`config.mk`:
```
export PLATFORM = sky130hd
export DESIGN_NAME = integer_hypotenuse
export DESIGN_NICKNAME = d
export VERILOG_FILES = /design/src/rtl/core/hyp_pkg.sv /design/src/rtl/core/integer_hypotenuse.sv /design/src/rtl/core/hyp_prescale.sv /design/src/rtl/core/hyp_square.sv /design/src/rtl/core/hyp_isqrt.sv /design/src/rtl/core/hyp_rescale.sv
export SDC_FILE = /design/constraint.sdc
export NUM_CORES = 2
export LEC_CHECK = 0
export ABC_CLOCK_PERIOD_IN_PS = 8280
export BUFFER_PORTS_ARGS = -buffer_cell sky130_fd_sc_hd__buf_4
export CAP_MARGIN = 15
export CORE_MARGIN = 1.5
export CORE_UTILIZATION = 55
export CTS_CLUSTER_SIZE = 12
export DETAILED_ROUTE_END_ITERATION = 10
export GPL_TIMING_DRIVEN = 0
export PLACE_DENSITY_LB_ADDON = 0.15
export SKIP_LAST_GASP = 1
export SLEW_MARGIN = 20
export SYNTH_ARGS = -nofsm -noshare
export SYNTH_HDL_FRONTEND = slang
export SYNTH_SLANG_ARGS = --single-unit
export TNS_END_PERCENT = 10
```
`constraint.sdc`:
```
create_clock -name aclk -period 8.28 [get_ports aclk]
set_input_delay 1.656 -clock aclk [delete_from_list [all_inputs] [get_ports aclk]]
set_output_delay 1.656 -clock aclk [all_outputs]
set_load 0.02 [all_outputs]
```
`src/rtl/core/hyp_pkg.sv`:
```
// ----------------------------------------------------------------------------
// hyp_pkg: shared types and constants for the integer hypotenuse pipeline
// Field widths, pipeline partitioning and the square root step function.
// ----------------------------------------------------------------------------
package hyp_pkg;

    localparam int DATA_W          = 32;
    localparam int MAG_W           = 15;
    localparam int SHIFT_W         = 5;
    localparam int LEN_W           = 6;
    localparam int ROOT_STEPS      = 16;
    localparam int STEPS_PER_STAGE = 2;
    localparam int ROOT_STAGES     = ROOT_STEPS / STEPS_PER_STAGE;

    localparam logic [DATA_W-1:0] ROOT_START = 32'h4000_0000;

    typedef struct packed {
        logic [MAG_W-1:0]   mag_x;
        logic [MAG_W-1:0]   mag_y;
        logic [SHIFT_W-1:0] shift;
    } scaled_t;

    typedef struct packed {
        logic [DATA_W-1:0]  rem;
        logic [DATA_W-1:0]  root;
        logic [SHIFT_W-1:0] shift;
    } root_t;

    // one restoring step; step k tests bit 2^(30-2k)
    function automatic root_t root_step(input root_t cur, input int k);
        logic [DATA_W-1:0] bit_v;
        logic [DATA_W-1:0] trial;
        root_t             nxt;
        bit_v = ROOT_START >> (2 * k);
        trial = cur.root + bit_v;
        nxt   = cur;
        nxt.root = cur.root >> 1;
        if (trial <= cur.rem) begin
            nxt.rem  = cur.rem - trial;
            nxt.root = (cur.root >> 1) + bit_v;
        end
        return nxt;
    endfunction

endpackage

```
`src/rtl/core/integer_hypotenuse.sv`:
```
// ----------------------------------------------------------------------------
// integer_hypotenuse: rounded integer length of a 2-D vector
// Stream in two signed deltas, stream out the rounded length.
// ----------------------------------------------------------------------------
// The block accepts one vector per clock cycle while the output side does not
// stall. Each length passes through two stages for magnitude and prescale,
// two for the squares and their sum, eight for the sixteen square root
// steps and two for rounding and the shift back. Every stage has its own
// valid bit and a stage may load whenever it is empty or its successor
// moves, so bubbles close up under back-pressure and no transaction is
// dropped or repeated. Results leave in input order and wrap modulo 2^32
// for very large inputs.
module integer_hypotenuse (
    input  logic        aclk,
    input  logic        aresetn,
    input  logic        s_tvalid,
    output logic        s_tready,
    input  logic [63:0] s_tdata,   // [31:0] delta_x, [63:32] delta_y
    output logic        m_tvalid,
    input  logic        m_tready,
    output logic [31:0] m_tdata    // [31:0] distance
);

    logic             pre_valid, pre_ready;
    hyp_pkg::scaled_t pre_data;
    logic             sq_valid, sq_ready;
    hyp_pkg::root_t   sq_data;
    logic             root_valid, root_ready;
    hyp_pkg::root_t   root_data;

    hyp_prescale u_prescale (
        .aclk      (aclk),
        .aresetn   (aresetn),
        .in_valid  (s_tvalid),
        .in_ready  (s_tready),
        .delta_x   (s_tdata[31:0]),
        .delta_y   (s_tdata[63:32]),
        .out_valid (pre_valid),
        .out_ready (pre_ready),
        .out_data  (pre_data)
    );

    hyp_square u_square (
        .aclk      (aclk),
        .aresetn   (aresetn),
        .in_valid  (pre_valid),
        .in_ready  (pre_ready),
        .in_data   (pre_data),
        .out_valid (sq_valid),
        .out_ready (sq_ready),
        .out_data  (sq_data)
    );

    hyp_isqrt u_isqrt (
        .aclk      (aclk),
        .aresetn   (aresetn),
        .in_valid  (sq_valid),
        .in_ready  (sq_ready),
        .in_data   (sq_data),
        .out_valid (root_valid),
        .out_ready (root_ready),
        .out_data  (root_data)
    );

    hyp_rescale u_rescale (
        .aclk      (aclk),
        .aresetn   (aresetn),
        .in_valid  (root_valid),
        .in_ready  (root_ready),
        .in_data   (root_data),
        .out_valid (m_tvalid),
        .out_ready (m_tready),
        .distance  (m_tdata)
    );

endmodule

```
`src/rtl/core/hyp_prescale.sv`:
```
// ----------------------------------------------------------------------------
// hyp_prescale: magnitude and prescale stages
// Takes absolute values, finds the common right shift that brings both
// magnitudes below 2^15, then applies it.
// ----------------------------------------------------------------------------
module hyp_prescale (
    input  logic                         aclk,
    input  logic                         aresetn,
    input  logic                         in_valid,
    output logic                         in_ready,
    input  logic [hyp_pkg::DATA_W-1:0]   delta_x,
    input  logic [hyp_pkg::DATA_W-1:0]   delta_y,
    output logic                         out_valid,
    input  logic                         out_ready,
    output hyp_pkg::scaled_t             out_data
);

    logic [hyp_pkg::DATA_W-1:0]  mag_x_reg, mag_x_next;
    logic [hyp_pkg::DATA_W-1:0]  mag_y_reg, mag_y_next;
    logic [hyp_pkg::SHIFT_W-1:0] shift_reg, shift_next;
    logic                        valid1_reg;
    hyp_pkg::scaled_t            scaled_reg, scaled_next;
    logic                        valid2_reg;
    logic                        ready1, ready2;
    logic [hyp_pkg::DATA_W-1:0]  both;
    logic [hyp_pkg::LEN_W-1:0]   bit_len;

    assign ready2   = !valid2_reg || out_ready;
    assign ready1   = !valid1_reg || ready2;
    assign in_ready = ready1;

    always_comb begin
        mag_x_next = delta_x[hyp_pkg::DATA_W-1] ? (hyp_pkg::DATA_W'(0) - delta_x) : delta_x;
        mag_y_next = delta_y[hyp_pkg::DATA_W-1] ? (hyp_pkg::DATA_W'(0) - delta_y) : delta_y;
        both       = mag_x_next | mag_y_next;
        bit_len    = '0;
        for (int i = 0; i < hyp_pkg::DATA_W; i++) begin
            if (both[i]) begin
                bit_len = hyp_pkg::LEN_W'(i + 1);
            end
        end
        if (bit_len > hyp_pkg::LEN_W'(hyp_pkg::MAG_W)) begin
            shift_next = hyp_pkg::SHIFT_W'(bit_len - hyp_pkg::LEN_W'(hyp_pkg::MAG_W));
        end else begin
            shift_next = '0;
        end
    end

    always_comb begin
        scaled_next.mag_x = hyp_pkg::MAG_W'(mag_x_reg >> shift_reg);
        scaled_next.mag_y = hyp_pkg::MAG_W'(mag_y_reg >> shift_reg);
        scaled_next.shift = shift_reg;
    end

    always_ff @(posedge aclk) begin
        if (!aresetn) begin
            valid1_reg <= 1'b0;
            valid2_reg <= 1'b0;
        end else begin
            if (ready1) begin
                valid1_reg <= in_valid;
            end
            if (ready2) begin
                valid2_reg <= valid1_reg;
            end
        end
    end

    always_ff @(posedge aclk) begin
        if (ready1 && in_valid) begin
            mag_x_reg <= mag_x_next;
            mag_y_reg <= mag_y_next;
            shift_reg <= shift_next;
        end
        if (ready2 && valid1_reg) begin
            scaled_reg <= scaled_next;
        end
    end

    assign out_valid = valid2_reg;
    assign out_data  = scaled_reg;

endmodule

```
`src/rtl/core/hyp_square.sv`:
```
// ----------------------------------------------------------------------------
// hyp_square: sum of squares
// Squares both scaled magnitudes in one stage and adds them in the next.
// ----------------------------------------------------------------------------
module hyp_square (
    input  logic             aclk,
    input  logic             aresetn,
    input  logic             in_valid,
    output logic             in_ready,
    input  hyp_pkg::scaled_t in_data,
    output logic             out_valid,
    input  logic             out_ready,
    output hyp_pkg::root_t   out_data
);

    localparam int SQ_W = 2 * hyp_pkg::MAG_W;

    logic [SQ_W-1:0]             sq_x_reg, sq_y_reg;
    logic [hyp_pkg::SHIFT_W-1:0] shift_reg;
    logic                        valid1_reg;
    hyp_pkg::root_t              sum_reg, sum_next;
    logic                        valid2_reg;
    logic                        ready1, ready2;

    assign ready2   = !valid2_reg || out_ready;
    assign ready1   = !valid1_reg || ready2;
    assign in_ready = ready1;

    always_comb begin
        sum_next.rem   = hyp_pkg::DATA_W'(sq_x_reg) + hyp_pkg::DATA_W'(sq_y_reg);
        sum_next.root  = '0;
        sum_next.shift = shift_reg;
    end

    always_ff @(posedge aclk) begin
        if (!aresetn) begin
            valid1_reg <= 1'b0;
            valid2_reg <= 1'b0;
        end else begin
            if (ready1) begin
                valid1_reg <= in_valid;
            end
            if (ready2) begin
                valid2_reg <= valid1_reg;
            end
        end
    end

    always_ff @(posedge aclk) begin
        if (ready1 && in_valid) begin
            sq_x_reg  <= SQ_W'(in_data.mag_x) * SQ_W'(in_data.mag_x);
            sq_y_reg  <= SQ_W'(in_data.mag_y) * SQ_W'(in_data.mag_y);
            shift_reg <= in_data.shift;
        end
        if (ready2 && valid1_reg) begin
            sum_reg <= sum_next;
        end
    end

    assign out_valid = valid2_reg;
    assign out_data  = sum_reg;

endmodule

```
`src/rtl/core/hyp_isqrt.sv`:
```
// ----------------------------------------------------------------------------
// hyp_isqrt: pipelined restoring square root
// Sixteen bit-by-bit steps, two per register stage.
// ----------------------------------------------------------------------------
module hyp_isqrt (
    input  logic           aclk,
    input  logic           aresetn,
    input  logic           in_valid,
    output logic           in_ready,
    input  hyp_pkg::root_t in_data,
    output logic           out_valid,
    input  logic           out_ready,
    output hyp_pkg::root_t out_data
);

    hyp_pkg::root_t                  data_reg  [hyp_pkg::ROOT_STAGES];
    logic [hyp_pkg::ROOT_STAGES-1:0] valid_reg;
    logic [hyp_pkg::ROOT_STAGES:0]   stage_ready;

    assign stage_ready[hyp_pkg::ROOT_STAGES] = out_ready;
    assign in_ready = stage_ready[0];

    for (genvar s = 0; s < hyp_pkg::ROOT_STAGES; s++) begin : g_stage
        hyp_pkg::root_t stage_in;
        hyp_pkg::root_t data_next;
        logic           stage_in_valid;

        if (s == 0) begin : g_first
            assign stage_in       = in_data;
            assign stage_in_valid = in_valid;
        end else begin : g_rest
            assign stage_in       = data_reg[s-1];
            assign stage_in_valid = valid_reg[s-1];
        end

        assign stage_ready[s] = !valid_reg[s] || stage_ready[s+1];

        always_comb begin
            data_next = stage_in;
            for (int j = 0; j < hyp_pkg::STEPS_PER_STAGE; j++) begin
                data_next = hyp_pkg::root_step(data_next, s * hyp_pkg::STEPS_PER_STAGE + j);
            end
        end

        always_ff @(posedge aclk) begin
            if (!aresetn) begin
                valid_reg[s] <= 1'b0;
            end else if (stage_ready[s]) begin
                valid_reg[s] <= stage_in_valid;
            end
        end

        always_ff @(posedge aclk) begin
            if (stage_ready[s] && stage_in_valid) begin
                data_reg[s] <= data_next;
            end
        end
    end

    assign out_valid = valid_reg[hyp_pkg::ROOT_STAGES-1];
    assign out_data  = data_reg[hyp_pkg::ROOT_STAGES-1];

endmodule

```
`src/rtl/core/hyp_rescale.sv`:
```
// ----------------------------------------------------------------------------
// hyp_rescale: rounding and shift back
// Rounds the root up when the remainder exceeds it, then undoes the prescale
// and adds half of the last dropped unit. Wraps modulo 2^32.
// ----------------------------------------------------------------------------
module hyp_rescale (
    input  logic                       aclk,
    input  logic                       aresetn,
    input  logic                       in_valid,
    output logic                       in_ready,
    input  hyp_pkg::root_t             in_data,
    output logic                       out_valid,
    input  logic                       out_ready,
    output logic [hyp_pkg::DATA_W-1:0] distance
);

    logic [hyp_pkg::DATA_W-1:0]  rounded_reg, rounded_next;
    logic [hyp_pkg::SHIFT_W-1:0] shift_reg;
    logic                        valid1_reg;
    logic [hyp_pkg::DATA_W-1:0]  distance_reg, distance_next;
    logic                        valid2_reg;
    logic                        ready1, ready2;
    logic [hyp_pkg::DATA_W-1:0]  half_unit;

    assign ready2   = !valid2_reg || out_ready;
    assign ready1   = !valid1_reg || ready2;
    assign in_ready = ready1;

    assign rounded_next = (in_data.root < in_data.rem) ? (in_data.root + hyp_pkg::DATA_W'(1))
                                                       : in_data.root;

    always_comb begin
        if (shift_reg != '0) begin
            half_unit = hyp_pkg::DATA_W'(1) << (shift_reg - hyp_pkg::SHIFT_W'(1));
        end else begin
            half_unit = '0;
        end
        distance_next = (rounded_reg << shift_reg) + half_unit;
    end

    always_ff @(posedge aclk) begin
        if (!aresetn) begin
            valid1_reg <= 1'b0;
            valid2_reg <= 1'b0;
        end else begin
            if (ready1) begin
                valid1_reg <= in_valid;
            end
            if (ready2) begin
                valid2_reg <= valid1_reg;
            end
        end
    end

    always_ff @(posedge aclk) begin
        if (ready1 && in_valid) begin
            rounded_reg <= rounded_next;
            shift_reg   <= in_data.shift;
        end
        if (ready2 && valid1_reg) begin
            distance_reg <= distance_next;
        end
    end

    assign out_valid = valid2_reg;
    assign distance  = distance_reg;

endmodule
```
==> results.md <==
- Layout cell share with drive strength beyond 1: 0.0808
- Xor/xnor share of the synthesized area: 0.0667
- Core area: 93300 um^2
- Number of DRC markers in iteration 0: 2553
- P_leak: 23.7 nW
- Final #Nets: 5997
- DR vias: 37600
- Compound-gate portion of the synthesized area: 0.121
- Pwr/cell area: 248 nW/um^2
- All-Layer GR Usage: 0.254
- RSZ-0062 raised after global routing: false
- Worst skew pair latency: 630 ps
- Synth Area in Simple Gates: 0.149
- Cts bufs inserted: 73
- Final Hold Fails: 0
- Max Cap Viol: 0
- EDFF count, synth: 625
- Commonest cells post-synth: 625 x edfxtp_1, 506 x inv_1, 417 x ha_1, 415 x nand2_1, 340 x nor2_1
- Fin crit period: 7230 ps
- Seq/Total Area, Yosys: 0.367
- Setup TNS: 0 ps
- Vias in the first global route: 36900
- Post-detail-place hpwl: 97.0 mm
- Die Wd: 310 um
- Synth Area per Inst: 10.3 um^2
- Worst hold path class: flop to flop
- Worst setup SP type: flop
- Root Driver: clkbuf_16
- Setup CP Type: flop to flop
- Critical Path RT: 8770 ps
- Worst Min Path Start: u_isqrt.data_reg[1][211]$_DFFE_PP_
- Post-CTS setup buffer count: 0
- Full die area: 96200 um^2
- Global-route wire length before repair: 194 mm
- Seq cells post-synth: 639
- Routed Antenna Nets: 0
- Arrival @ worst endpoint: 7730 ps
- CP Launch Point: u_prescale.out_data[23]$_DFFE_PP_
- Slew Limit Fails: 0
- Largest net degree at the start of global routing: 60
- Area share of fa/ha/maj cells after synthesis: 0.207
- Clock Sinks: 639
- Syn Nets: 5803
- Count leader, synth: edfxtp_1
- DR DRC count: 0
- Share of the synthesized area in the top cell type: 0.362
- Die height: 310 um
- Slew headroom: 0.352
- Period utilization: 0.874
- CTS clk-pin slew, worst paths: 60 ps
- Crit-path max FO: 10
- Asr flop ratio synth: 0
- Yosys top cell by area: edfxtp_1
- Syn. warnings: 0
- WL/cell: 18.4 um
- Worst slew pin tran: 967 ps
- Largest register FFs: 368
- Finished Core Util: 0.610
- Worst r2r src: u_prescale.out_data[23]$_DFFE_PP_
- Yosys cell types: 110
- Critical path capture point type: flop
- Setup violations, final: 0
- PostCTS Resize Cnt: 0
- FP Rows: 112
- DRT Wirelength: 121 mm
- Area growth, synth to finish: 9.83%
- Initial Util: 0.556
- First drt pass iteration count: 6
- Vias per cell: 5.75
- Clk_skew: 20.8 ps
- Io pins: 102
- Mux share of post-synthesis cell area: 0.0399
- Port bufs: 101
- RePlAce Congestion: 0.977
- Synth area leaders: edfxtp_1 36%, fa_1 11%, ha_1 10%
- Top FF cell, synth: edfxtp_1
- Synth Cell Area: 51900 um^2
- Hold-fix buffers at CTS: 0
- Synth Instances: 5043
- Fmax: 138 MHz
- Initial antenna violation count: 1
- Total congestion overflow: 0
- Status: finished, final reports clean
- Peak supply drop: 0.000315 V
- Hold slack final: 411 ps
- CTS tree: built
- Clk buf depth: 3
- Htree depth: 3
- Largest family of logic cells by synthesized area: adder cells
## critical path, stage by stage, from the launching register on
cell and delay (ps):
edfxtp_1 620, clkbuf_1 600, nand2_1 180, fa_1 620, inv_1 70, fa_1 500
fa_1 520, inv_1 50, fa_1 480, inv_1 60, fa_1 510, fa_1 510
ha_1 270, nor3_1 230, o211ai_1 130, o211a_1 180, a21o_1 210, a211oi_1 540
o21ai_0 270, or4_1 440, nand3_1 100
## report_power, final
| group | switching, mW | internal, mW | total [mW] |
|---|---|---|---|
| clock network | 1.26 | 1.78 | 3.04 |
| logic | 4.00 | 2.85 | 6.85 |
| registers | 0.131 | 4.09 | 4.22 |
## final timing paths
path | endpoint | slack, ps | cells past startpoint
hold / removal | u_rescale.shift_reg[4]$_DFFE_PP_ | 410 | 0
setup / recovery | u_square.sq_x_reg[29]$_DFFE_PP_ | 1050 | 20
setup reg to reg | u_square.sq_x_reg[29]$_DFFE_PP_ | 1050 | 20
hold reg to reg | u_rescale.shift_reg[4]$_DFFE_PP_ | 410 | 0
## area by class of cell
type / instances / area (um^2)
Clock inverter: 31 / 251
Buffer: 152 / 612
Tap cell: 1254 / 1570
Fill cell: 7905 / 36400
Clock buffer: 94 / 1980
Multi-Input combinational cell: 3734 / 30400
Antenna cell: 1 / 2.50
Sequential cell: 639 / 19000
Inverter: 518 / 1940
Timing Repair Buffer: 119 / 1180
## stage by stage
step | std cells | cell area (um^2) | power (mW) | setup slack [ps]
after floorplan | 5043 | 51900 | 9.24 | 245
after global placement | 6398 | 54200 | 11.0 | -2320
after detailed placement | 6416 | 54700 | 11.1 | 1040
after CTS | 6541 | 57000 | 14.2 | 992
after global routing | 6541 | 57000 | 15.2 | 620
final | 6542 | 57000 | 14.1 | 1050
## metal layers
metal | global-route usage | share of wire | vias up
li1 | - | - | 18300
met1 | 0.341 | 0.45 | 18200
met2 | 0.429 | 0.48 | 901
met3 | 0.0324 | 0.046 | 223
met4 | 0.0767 | 0.027 | 0
met5 | 0 | 0 | -
## cell usage in the layout (no fill, tap or decap), types with 66 or more instances in the layout
master / n
clkbuf_1: 137
nand3_1: 85
xor2_1: 138
a21oi_1: 283
o21ai_0: 187
clkbuf_16: 76
nor2_1: 340
inv_1: 506
a21o_1: 95
buf_4: 102
edfxtp_1: 625
mux2i_1: 81
ha_1: 417
nor3_1: 103
nand2_1: 415
nor2b_1: 66
and2_1: 148
xnor2_1: 257
fa_1: 275
## cells by family after synthesis
group                      Yosys count
and+or+nand+nor                   1529
AOI/OAI and AO/OA                  957
adders and majority gates          692
buffers and inverters              670
DFF                                639
xor gates and xnor gates           395
muxes                              161
(Power assumes the default switching activity.)
